## src/lkv_pkg.sv

```systemverilog
`timescale 1ns / 1ps
`default_nettype none
// ----------------------------------------------------------------------------
// lkv_pkg
// Shared types and constants for the linear key/value table: command codes,
// decoded operations, queued command items and result items.
// ----------------------------------------------------------------------------
package lkv_pkg;

    localparam int CMD_BITS         = 3;
    localparam int KEY_FIELD_BITS   = 32;
    localparam int VALUE_FIELD_BITS = 32;
    localparam int COUNT_FIELD_BITS = 5;

    localparam int S_TDATA_BITS     = 64;
    localparam int RESULT_DATA_BITS = 1 + KEY_FIELD_BITS + VALUE_FIELD_BITS
                                      + COUNT_FIELD_BITS + 1;
    localparam int M_TDATA_BITS     = ((RESULT_DATA_BITS + 7) / 8) * 8;

    localparam int DEPTH_DEFAULT      = 16;
    localparam int KEY_BITS_DEFAULT   = 32;
    localparam int VALUE_BITS_DEFAULT = 32;
    localparam int QUEUE_DEPTH        = 2;

    localparam logic [CMD_BITS-1:0] CMD_SET      = 3'd0;
    localparam logic [CMD_BITS-1:0] CMD_ADD      = 3'd1;
    localparam logic [CMD_BITS-1:0] CMD_REMOVE   = 3'd2;
    localparam logic [CMD_BITS-1:0] CMD_GET      = 3'd3;
    localparam logic [CMD_BITS-1:0] CMD_CONTAINS = 3'd4;
    localparam logic [CMD_BITS-1:0] CMD_CLEAR    = 3'd5;
    localparam logic [CMD_BITS-1:0] CMD_DUMP     = 3'd6;

    typedef enum logic [2:0] {
        OP_SET,
        OP_ADD,
        OP_REMOVE,
        OP_GET,
        OP_CONTAINS,
        OP_CLEAR,
        OP_DUMP,
        OP_NONE
    } op_t;

    typedef struct packed {
        op_t                         op;
        logic [KEY_FIELD_BITS-1:0]   key;
        logic [VALUE_FIELD_BITS-1:0] value;
    } item_t;

    typedef struct packed {
        logic                        found;
        logic [KEY_FIELD_BITS-1:0]   key_out;
        logic [VALUE_FIELD_BITS-1:0] value_out;
        logic [COUNT_FIELD_BITS-1:0] entry_count;
        logic                        full_error;
        logic                        last;
    } result_t;

endpackage
`default_nettype wire

```

## src/lkv_front.sv

```systemverilog
`timescale 1ns / 1ps
`default_nettype none
// ----------------------------------------------------------------------------
// lkv_front
// Input stage: takes command transfers, decodes the command code into an
// operation and holds the item until the command queue takes it.
// ----------------------------------------------------------------------------
module lkv_front
    import lkv_pkg::*;
(
    input  wire logic                        aclk,
    input  wire logic                        aresetn,
    input  wire logic                        s_valid,
    output logic                             s_ready,
    input  wire logic [CMD_BITS-1:0]         s_cmd,
    input  wire logic [KEY_FIELD_BITS-1:0]   s_key,
    input  wire logic [VALUE_FIELD_BITS-1:0] s_value,
    output logic                             q_push_valid,
    input  wire logic                        q_push_ready,
    output item_t                            q_push_item
);

    logic  front_valid_reg;
    item_t front_item_reg;
    op_t   op_dec;

    always_comb begin
        unique case (s_cmd)
            CMD_SET:      op_dec = OP_SET;
            CMD_ADD:      op_dec = OP_ADD;
            CMD_REMOVE:   op_dec = OP_REMOVE;
            CMD_GET:      op_dec = OP_GET;
            CMD_CONTAINS: op_dec = OP_CONTAINS;
            CMD_CLEAR:    op_dec = OP_CLEAR;
            CMD_DUMP:     op_dec = OP_DUMP;
            default:      op_dec = OP_NONE;
        endcase
    end

    assign s_ready      = !front_valid_reg || q_push_ready;
    assign q_push_valid = front_valid_reg;
    assign q_push_item  = front_item_reg;

    always_ff @(posedge aclk) begin
        if (!aresetn) begin
            front_valid_reg <= 1'b0;
        end else if (s_ready) begin
            front_valid_reg <= s_valid;
        end
    end

    always_ff @(posedge aclk) begin
        if (s_valid && s_ready) begin
            front_item_reg.op    <= op_dec;
            front_item_reg.key   <= s_key;
            front_item_reg.value <= s_value;
        end
    end

endmodule
`default_nettype wire

```

## src/lkv_queue.sv

```systemverilog
`timescale 1ns / 1ps
`default_nettype none
// ----------------------------------------------------------------------------
// lkv_queue
// Short command queue between the input stage and the table engine.
// ----------------------------------------------------------------------------
module lkv_queue
    import lkv_pkg::*;
(
    input  wire logic aclk,
    input  wire logic aresetn,
    input  wire logic push_valid,
    output logic      push_ready,
    input  item_t     push_item,
    output logic      pop_valid,
    input  wire logic pop_ready,
    output item_t     pop_item
);

    localparam int PTR_BITS = (QUEUE_DEPTH > 1) ? $clog2(QUEUE_DEPTH) : 1;
    localparam int CNT_BITS = $clog2(QUEUE_DEPTH + 1);

    item_t               slot_reg [QUEUE_DEPTH];
    logic [PTR_BITS-1:0] wr_ptr_reg;
    logic [PTR_BITS-1:0] rd_ptr_reg;
    logic [CNT_BITS-1:0] fill_reg;
    logic                do_push;
    logic                do_pop;

    assign push_ready = fill_reg != CNT_BITS'(QUEUE_DEPTH);
    assign pop_valid  = fill_reg != '0;
    assign pop_item   = slot_reg[rd_ptr_reg];
    assign do_push    = push_valid && push_ready;
    assign do_pop     = pop_valid && pop_ready;

    function automatic logic [PTR_BITS-1:0] ptr_step(input logic [PTR_BITS-1:0] p);
        logic [PTR_BITS-1:0] r;
        if (p == PTR_BITS'(QUEUE_DEPTH - 1)) begin
            r = '0;
        end else begin
            r = p + PTR_BITS'(1);
        end
        return r;
    endfunction

    always_ff @(posedge aclk) begin
        if (!aresetn) begin
            wr_ptr_reg <= '0;
            rd_ptr_reg <= '0;
            fill_reg   <= '0;
        end else begin
            if (do_push) begin
                wr_ptr_reg <= ptr_step(wr_ptr_reg);
            end
            if (do_pop) begin
                rd_ptr_reg <= ptr_step(rd_ptr_reg);
            end
            if (do_push && !do_pop) begin
                fill_reg <= fill_reg + CNT_BITS'(1);
            end else if (do_pop && !do_push) begin
                fill_reg <= fill_reg - CNT_BITS'(1);
            end
        end
    end

    always_ff @(posedge aclk) begin
        if (do_push) begin
            slot_reg[wr_ptr_reg] <= push_item;
        end
    end

endmodule
`default_nettype wire

```

## src/lkv_table.sv

```systemverilog
`timescale 1ns / 1ps
`default_nettype none
// ----------------------------------------------------------------------------
// lkv_table
// Table engine: a row of key/value cells with a comparator per cell. A
// command is fetched with its key and value matches registered, then
// executed: overwrite, append, remove with shift-down, lookup, clear, or a
// dump that sends one result per entry.
// ----------------------------------------------------------------------------
module lkv_table
    import lkv_pkg::*;
#(
    parameter int DEPTH      = DEPTH_DEFAULT,
    parameter int KEY_BITS   = KEY_BITS_DEFAULT,
    parameter int VALUE_BITS = VALUE_BITS_DEFAULT
) (
    input  wire logic aclk,
    input  wire logic aresetn,
    input  wire logic pop_valid,
    output logic      pop_ready,
    input  item_t     pop_item,
    output logic      m_valid,
    input  wire logic m_ready,
    output result_t   m_result
);

    localparam int IDX_BITS = $clog2(DEPTH);
    localparam int CNT_BITS = $clog2(DEPTH + 1);

    typedef enum logic [1:0] {
        S_IDLE,
        S_EXEC,
        S_DUMP
    } state_t;

    state_t                state_reg;
    logic [CNT_BITS-1:0]   count_reg;
    op_t                   op_reg;
    logic [KEY_BITS-1:0]   key_reg;
    logic [VALUE_BITS-1:0] value_reg;
    logic                  key_hit_reg;
    logic                  value_hit_reg;
    logic [IDX_BITS-1:0]   pos_reg;
    logic [IDX_BITS-1:0]   dump_idx_reg;
    logic                  out_valid_reg;
    result_t               out_reg;

    logic [KEY_BITS-1:0]   key_cell_reg   [DEPTH];
    logic [VALUE_BITS-1:0] value_cell_reg [DEPTH];
    logic [KEY_BITS-1:0]   key_src        [DEPTH];
    logic [VALUE_BITS-1:0] value_src      [DEPTH];

    logic [KEY_BITS-1:0]   head_key;
    logic [VALUE_BITS-1:0] head_value;
    logic                  key_hit;
    logic                  value_hit;
    logic [IDX_BITS-1:0]   pos;

    logic                  out_free;
    logic                  out_load;
    logic                  is_full;
    result_t               exec_res;
    result_t               dump_res;
    logic [CNT_BITS-1:0]   count_next;
    logic                  do_append;
    logic                  do_update;
    logic                  do_shift;
    logic                  go_dump;
    logic                  exec_fire;

    assign head_key   = KEY_BITS'(pop_item.key);
    assign head_value = VALUE_BITS'(pop_item.value);
    assign pop_ready  = state_reg == S_IDLE;
    assign out_free   = !out_valid_reg || m_ready;
    assign m_valid    = out_valid_reg;
    assign m_result   = out_reg;
    assign is_full    = count_reg == CNT_BITS'(DEPTH);
    assign exec_fire  = (state_reg == S_EXEC) && out_free && !go_dump;
    assign out_load   = exec_fire || ((state_reg == S_DUMP) && out_free);

    // per-cell compare against the queue head, only live entries count
    always_comb begin
        key_hit   = 1'b0;
        value_hit = 1'b0;
        pos       = '0;
        for (int i = 0; i < DEPTH; i++) begin
            if (CNT_BITS'(i) < count_reg) begin
                if (key_cell_reg[i] == head_key) begin
                    key_hit = 1'b1;
                    pos     = pos | IDX_BITS'(i);
                end
                if (value_cell_reg[i] == head_value) begin
                    value_hit = 1'b1;
                end
            end
        end
    end

    always_comb begin
        exec_res      = '0;
        exec_res.last = 1'b1;
        count_next    = count_reg;
        do_append     = 1'b0;
        do_update     = 1'b0;
        do_shift      = 1'b0;
        go_dump       = 1'b0;
        unique case (op_reg)
            OP_SET, OP_ADD: begin
                if (key_hit_reg) begin
                    exec_res.found = 1'b1;
                    do_update      = op_reg == OP_SET;
                end else if (is_full) begin
                    exec_res.full_error = 1'b1;
                end else begin
                    do_append  = 1'b1;
                    count_next = count_reg + CNT_BITS'(1);
                end
            end
            OP_REMOVE: begin
                if (key_hit_reg) begin
                    exec_res.found = 1'b1;
                    do_shift       = 1'b1;
                    count_next     = count_reg - CNT_BITS'(1);
                end
            end
            OP_GET: begin
                if (key_hit_reg) begin
                    exec_res.found     = 1'b1;
                    exec_res.value_out = VALUE_FIELD_BITS'(value_cell_reg[pos_reg]);
                end
            end
            OP_CONTAINS: begin
                exec_res.found = value_hit_reg;
            end
            OP_CLEAR: begin
                count_next = '0;
            end
            OP_DUMP: begin
                go_dump = count_reg != '0;
            end
            OP_NONE: begin
            end
        endcase
        exec_res.entry_count = COUNT_FIELD_BITS'(count_next);
    end

    always_comb begin
        dump_res             = '0;
        dump_res.found       = 1'b1;
        dump_res.key_out     = KEY_FIELD_BITS'(key_cell_reg[dump_idx_reg]);
        dump_res.value_out   = VALUE_FIELD_BITS'(value_cell_reg[dump_idx_reg]);
        dump_res.entry_count = COUNT_FIELD_BITS'(count_reg);
        dump_res.last        = (CNT_BITS'(dump_idx_reg) + CNT_BITS'(1)) == count_reg;
    end

    always_ff @(posedge aclk) begin
        if (!aresetn) begin
            state_reg     <= S_IDLE;
            count_reg     <= '0;
            out_valid_reg <= 1'b0;
            op_reg        <= OP_NONE;
        end else begin
            if (out_load) begin
                out_valid_reg <= 1'b1;
            end else if (m_ready) begin
                out_valid_reg <= 1'b0;
            end
            unique case (state_reg)
                S_IDLE: begin
                    if (pop_valid) begin
                        op_reg        <= pop_item.op;
                        key_reg       <= head_key;
                        value_reg     <= head_value;
                        key_hit_reg   <= key_hit;
                        value_hit_reg <= value_hit;
                        pos_reg       <= pos;
                        state_reg     <= S_EXEC;
                    end
                end
                S_EXEC: begin
                    if (go_dump) begin
                        dump_idx_reg <= '0;
                        state_reg    <= S_DUMP;
                    end else if (out_free) begin
                        out_reg       <= exec_res;
                        count_reg     <= count_next;
                        state_reg     <= S_IDLE;
                    end
                end
                S_DUMP: begin
                    if (out_free) begin
                        out_reg       <= dump_res;
                        if (dump_res.last) begin
                            state_reg <= S_IDLE;
                        end else begin
                            dump_idx_reg <= dump_idx_reg + IDX_BITS'(1);
                        end
                    end
                end
                default: begin
                    state_reg <= S_IDLE;
                end
            endcase
        end
    end

    for (genvar g = 0; g < DEPTH; g++) begin : g_cell
        if (g == DEPTH - 1) begin : g_tail
            assign key_src[g]   = key_cell_reg[g];
            assign value_src[g] = value_cell_reg[g];
        end else begin : g_body
            assign key_src[g]   = key_cell_reg[g + 1];
            assign value_src[g] = value_cell_reg[g + 1];
        end

        always_ff @(posedge aclk) begin
            if (exec_fire) begin
                if (do_append && (CNT_BITS'(g) == count_reg)) begin
                    key_cell_reg[g]   <= key_reg;
                    value_cell_reg[g] <= value_reg;
                end else if (do_update && (IDX_BITS'(g) == pos_reg)) begin
                    value_cell_reg[g] <= value_reg;
                end else if (do_shift && (IDX_BITS'(g) >= pos_reg)) begin
                    key_cell_reg[g]   <= key_src[g];
                    value_cell_reg[g] <= value_src[g];
                end
            end
        end
    end

    a_count_bound: assert property (@(posedge aclk) disable iff (!aresetn)
        count_reg <= CNT_BITS'(DEPTH))
        else $error("entry count above table depth");

    a_dump_nonempty: assert property (@(posedge aclk) disable iff (!aresetn)
        state_reg == S_DUMP |-> count_reg != '0)
        else $error("dump running on an empty table");

    a_full_count: assert property (@(posedge aclk) disable iff (!aresetn)
        out_valid_reg && out_reg.full_error
            |-> out_reg.entry_count == COUNT_FIELD_BITS'(DEPTH))
        else $error("full error with table not full");

    a_flags_exclusive: assert property (@(posedge aclk) disable iff (!aresetn)
        out_valid_reg |-> !(out_reg.found && out_reg.full_error))
        else $error("found and full error together");

endmodule
`default_nettype wire

```

## src/linear_key_value_table.sv

```systemverilog
`timescale 1ns / 1ps
`default_nettype none
// ----------------------------------------------------------------------------
// linear_key_value_table
// Insertion-ordered key/value table searched by key equality, with set, add,
// remove, get, contains_value, clear and dump commands.
//
//   channel  direction  tdata (low bit up)                   tuser    tlast
//   s_axis   in         key, value                           command  -
//   m_axis   out        found, key_out, value_out,           -        last
//                       entry_count, full_error
//
// each command passes through the table engine as a fetch that compares the
// key and value against every live entry at once, then an execute step that
// waits for the result register to be free; a dump sends one result per entry
// reset clears the entry count, not the stored entries; entries are written before they are read
// the queue and input stage let input transfers continue, until full, while results are stalled
// ----------------------------------------------------------------------------
module linear_key_value_table
    import lkv_pkg::*;
#(
    parameter int DEPTH      = DEPTH_DEFAULT,
    parameter int KEY_BITS   = KEY_BITS_DEFAULT,
    parameter int VALUE_BITS = VALUE_BITS_DEFAULT
) (
    input  wire logic                    aclk,
    input  wire logic                    aresetn,
    input  wire logic                    s_axis_tvalid,
    output logic                         s_axis_tready,
    input  wire logic [S_TDATA_BITS-1:0] s_axis_tdata,  // key, value
    input  wire logic [CMD_BITS-1:0]     s_axis_tuser,  // command
    output logic                         m_axis_tvalid,
    input  wire logic                    m_axis_tready,
    // found, key_out, value_out, entry_count, full_error, zero fill
    output logic [M_TDATA_BITS-1:0]      m_axis_tdata,
    output logic                         m_axis_tlast
);

    logic    q_push_valid;
    logic    q_push_ready;
    item_t   q_push_item;
    logic    q_pop_valid;
    logic    q_pop_ready;
    item_t   q_pop_item;
    result_t result;

    lkv_front u_front (
        .aclk         (aclk),
        .aresetn      (aresetn),
        .s_valid      (s_axis_tvalid),
        .s_ready      (s_axis_tready),
        .s_cmd        (s_axis_tuser),
        .s_key        (s_axis_tdata[KEY_FIELD_BITS-1:0]),
        .s_value      (s_axis_tdata[KEY_FIELD_BITS +: VALUE_FIELD_BITS]),
        .q_push_valid (q_push_valid),
        .q_push_ready (q_push_ready),
        .q_push_item  (q_push_item)
    );

    lkv_queue u_queue (
        .aclk       (aclk),
        .aresetn    (aresetn),
        .push_valid (q_push_valid),
        .push_ready (q_push_ready),
        .push_item  (q_push_item),
        .pop_valid  (q_pop_valid),
        .pop_ready  (q_pop_ready),
        .pop_item   (q_pop_item)
    );

    lkv_table #(
        .DEPTH      (DEPTH),
        .KEY_BITS   (KEY_BITS),
        .VALUE_BITS (VALUE_BITS)
    ) u_table (
        .aclk      (aclk),
        .aresetn   (aresetn),
        .pop_valid (q_pop_valid),
        .pop_ready (q_pop_ready),
        .pop_item  (q_pop_item),
        .m_valid   (m_axis_tvalid),
        .m_ready   (m_axis_tready),
        .m_result  (result)
    );

    assign m_axis_tdata = {
        {(M_TDATA_BITS - RESULT_DATA_BITS){1'b0}},
        result.full_error,
        result.entry_count,
        result.value_out,
        result.key_out,
        result.found
    };
    assign m_axis_tlast = result.last;

endmodule
`default_nettype wire

```

## config.mk

```make
export PLATFORM = sky130hd
export DESIGN_NAME = linear_key_value_table
export DESIGN_NICKNAME = d
export VERILOG_FILES = /design/src/lkv_pkg.sv /design/src/lkv_front.sv /design/src/lkv_queue.sv /design/src/lkv_table.sv /design/src/linear_key_value_table.sv
export SDC_FILE = /design/constraint.sdc
export NUM_CORES = 2
export LEC_CHECK = 0
export BUFFER_PORTS_ARGS = -buffer_cell sky130_fd_sc_hd__buf_2
export CORE_UTILIZATION = 50
export DETAILED_ROUTE_END_ITERATION = 8
export PLACE_DENSITY = 0.66
export RECOVER_POWER = 100
export SKIP_LAST_GASP = 1
export SYNTH_ARGS = -nofsm -noshare
export SYNTH_HDL_FRONTEND = slang
export SYNTH_SLANG_ARGS = --single-unit
```

## constraint.sdc

```tcl
create_clock -name aclk -period 10.58 [get_ports aclk]
set_input_delay 1.058 -clock aclk [delete_from_list [all_inputs] [get_ports aclk]]
set_output_delay 1.058 -clock aclk [all_outputs]
set_load 0.01 [all_outputs]
```

==> results.sh <==
export IMPL_hold_viol=0
export IMPL_ys_flop_type="edfxtp_1"
export IMPL_layout_nets=5475
export IMPL_syn_area_per_cell_sq_um=15.07
export IMPL_post_dp_hpwl_um=238700
export IMPL_cts_tree="done"
export IMPL_layout_setup_ws_ns=1.946
export IMPL_setup_viol=0
export IMPL_max_freq_mhz=115.8
export IMPL_arrival_ns=9.09
export IMPL_die_w_um=402.7
export IMPL_grt_overflow=0
export IMPL_root_buffer="clkbuf_16"
export IMPL_yosysUniqueCellTypes=67
export IMPL_cpMaxStageDelayCell="a21oi_1"
export IMPL_clock_path_buffers=3
export IMPL_max_stage_delay_ns=2.13
export IMPL_power_density_nw_per_um2=207.5
export IMPL_vdd_drop_max_mv=0.1875
export IMPL_final_area_sq_um=88190
export IMPL_cp_data_required_time_ns=11.04
export IMPL_antenna_found_initial=23
export IMPL_clock_latency_ns=0.85
export IMPL_area_delta_synth_final_pct=9.864
export IMPL_setup_worst_path_end_class="flip-flop"
export IMPL_drc=0
export IMPL_yosysSeqAreaShare=0.5191
export IMPL_rsz0062_at_grt="false"
export IMPL_vias=53580
export IMPL_dpl_cell_area_sq_um=83640
export IMPL_core_sq_um=158900
export IMPL_p_leak_nw=27.63
export IMPL_grt_use_total=0.4015
export IMPL_portBuffers=144
export IMPL_syn_cell_area_sq_um=80270
export IMPL_drv_cap=73
export IMPL_synth_async_reset_ratio=0
export IMPL_worst_setup_path_type="flip-flop to flip-flop"
export IMPL_drtIter0Drc=9486
export IMPL_die_height_um=402.7
export IMPL_fin_crit_sh=0.8161
export IMPL_finalNonFillerCells=7602
export IMPL_violations="max-capacitance violations, max-slew violations"
export IMPL_cts_resized_gates=0
export IMPL_slew_headroom=-2.028
export IMPL_tightest_slew_ns=4.542
export IMPL_clkTransAtPathRegs_ns=0.06
export IMPL_path_cells="inv_1, ha_1, or4b_1, a31oi_1, and3_1, nand2b_1, buf_4, a21oi_1, buf_4, o21bai_2, buf_4"
export IMPL_fin_worst_skew_ns=0.03908
export IMPL_fillers=12990
export IMPL_grt_max_degree=107
export IMPL_num_rows=146
export IMPL_grt_pass1_vias=49470
export IMPL_grt_pass1_wl_um=441000
export IMPL_slew_viol_final=2022
export IMPL_critical_path_most_common_cell="buf_4"
export IMPL_wire_per_inst_um=43.06
export IMPL_finalCoreUtilization=0.5549
export IMPL_critPathLaunchType="flip-flop"
export IMPL_setup_tns_ns=0
export IMPL_start_util=0.5051
export IMPL_cts_setup_buffers=0
export IMPL_post_route_min_period_ns=8.634
export IMPL_die_area_sq_um=162100
export IMPL_htreeDepth=4
export IMPL_outcome="finished with violations"
export IMPL_drive_above_1_share=0.3401
export IMPL_clkSinkCount=1396
export IMPL_gp_congestion=1.100
export IMPL_synth_enable_flop_cells=1371
export IMPL_post_place_cells=7307
export IMPL_vias_per_cell=7.049
export IMPL_min_path_type="input port to flip-flop"
export IMPL_io_pins=146
export IMPL_ys_warn_count=0
export IMPL_synth_seq_cells=1396
export IMPL_syn_nets=5406
export IMPL_synthCells=5328
export IMPL_ctsHoldBuffers=0
export IMPL_cp_max_fo=47
export IMPL_drtAntennaViolNets=0
export IMPL_dp_slack_ns=3.889
export IMPL_totalWireLength_um=327400
export IMPL_dr_pass1_iters=6
export IMPL_cts_buffers=159
-- synth_stat cells (all sizes together) (2+ instances only) --
cell type | number | share of area
a2111oi | 6 | 0.00075
a211oi | 4 | 0.00037
a21o | 8 | 0.00075
a21oi | 22 | 0.0014
a22oi | 7 | 0.00065
a31oi | 8 | 0.00062
a32oi | 2 | 0.00022
a41oi | 6 | 0.00065
and2 | 37 | 0.0029
and3 | 4 | 0.00031
buf | 170 | 0.013
clkbuf | 227 | 0.011
dfxtp | 25 | 0.0062
edfxtp | 1371 | 0.51
ha | 7 | 0.0011
inv | 108 | 0.0051
mux2 | 904 | 0.13
mux2i | 69 | 0.015
mux4 | 480 | 0.13
nand2 | 270 | 0.013
nand2b | 12 | 0.00097
nand3 | 38 | 0.0024
nand3b | 2 | 0.00019
nand4 | 78 | 0.0061
nor2 | 50 | 0.0024
nor2b | 5 | 0.00039
nor3 | 60 | 0.0039
nor3b | 2 | 0.00019
nor4 | 205 | 0.016
o211ai | 3 | 0.00028
o21a | 2 | 0.00019
o21ai | 62 | 0.0039
o21bai | 4 | 0.00037
o311ai | 2 | 0.00022
o31ai | 3 | 0.00028
o41ai | 3 | 0.00033
or3 | 12 | 0.00094
or4 | 2 | 0.00019
or4b | 2 | 0.00030
xnor2 | 848 | 0.093
xor2 | 187 | 0.020
-- logic make-up after synthesis --
kind of cell / share of synthesized area
muxes: 0.2764
adders and majority gates: 0.001091
and+or+nand+nor: 0.04974
DFF: 0.5191
AOI/OAI and AO/OA: 0.01189
other: 0.00004672
xor gates and xnor gates: 0.1129
buffers and inverters: 0.02879
-- where the power goes --
group / leakage, nW / switching (mW) / internal, mW
clock network: 2.48 / 2.42 / 3.19
registers: 12.6 / 0.468 / 6.54
logic: 12.5 / 3.62 / 2.06
-- metal layers --
| metal | track usage | vias up | wire [um] |
|---|---|---|---|
| li1 | - | 20690 | - |
| met1 | 0.6048 | 28160 | 134400 |
| met2 | 0.5194 | 4255 | 129100 |
| met3 | 0.1857 | 451 | 55420 |
| met4 | 0.09025 | 30 | 8135 |
| met5 | 0.005055 | - | 322 |
-- cell type report --
class / instances / area (sq um) / share of cell area
sequential: 1396 / 41690 / 0.4728
inverter: 108 / 406.6 / 0.004611
clock inverter: 98 / 992.2 / 0.01125
timing repair buffer: 305 / 1622 / 0.01839
clock buffer: 188 / 4130 / 0.04684
multi-input combinational: 3427 / 36730 / 0.4165
antenna: 8 / 20.02 / 0.0002270
tap: 2072 / 2592 / 0.02940
-- through the flow --
| stage | hold slack, ns | total power [mW] |
|---|---|---|
| 6_report | 0.4063 | 18.30 |
| 5_1_grt | 0.3751 | 18.59 |
| 4_1_cts | 0.3382 | 18.05 |
| 3_5_place_dp | 0.4290 | 12.50 |
| 3_3_place_gp | 0.4227 | 12.46 |
| 2_1_floorplan | 0.4215 | 10.18 |
-- cell usage in the layout (no fill, tap or decap), drive strengths merged, types with 16 or more instances in the layout --
cell and instances:
edfxtp 1371, mux2 904, xnor2 848, mux4 480, clkbuf 331, nand2 270
nor4 205, xor2 187, buf 162, inv 115, nand4 78, mux2i 69
clkinv 63, o21ai 62, nor3 60, nor2 50, nand3 38, and2 37
dfxtp 25, a21oi 22, bufinv 16
-- critical path, delay by kind of cell (launching register included) --
family / cells / cell delay (ns)
AOI/OAI and AO/OA: 3 / 2.73
buffers and inverters: 4 / 2.46
and+or+nand+nor: 3 / 1.80
DFF: 1 / 0.49
adders and majority gates: 1 / 0.46
-- worst paths after layout --
check / depth (start not counted) / start / endpoint / slack [ns]
worst max-delay path: 11 / u_table.count_reg[1] / u_table.value_cell_reg[4][17] / 1.95
worst max register to register: 11 / u_table.count_reg[1] / u_table.value_cell_reg[4][17] / 1.95
worst min-delay path: 1 / s_axis_tdata[48] / u_front.q_push_item[16] / 0.41
worst min register to register: 0 / u_front.q_push_item[66] / u_queue.slot_reg[1][66] / 0.44
Note: power is estimated with default switching activity, not from simulation.
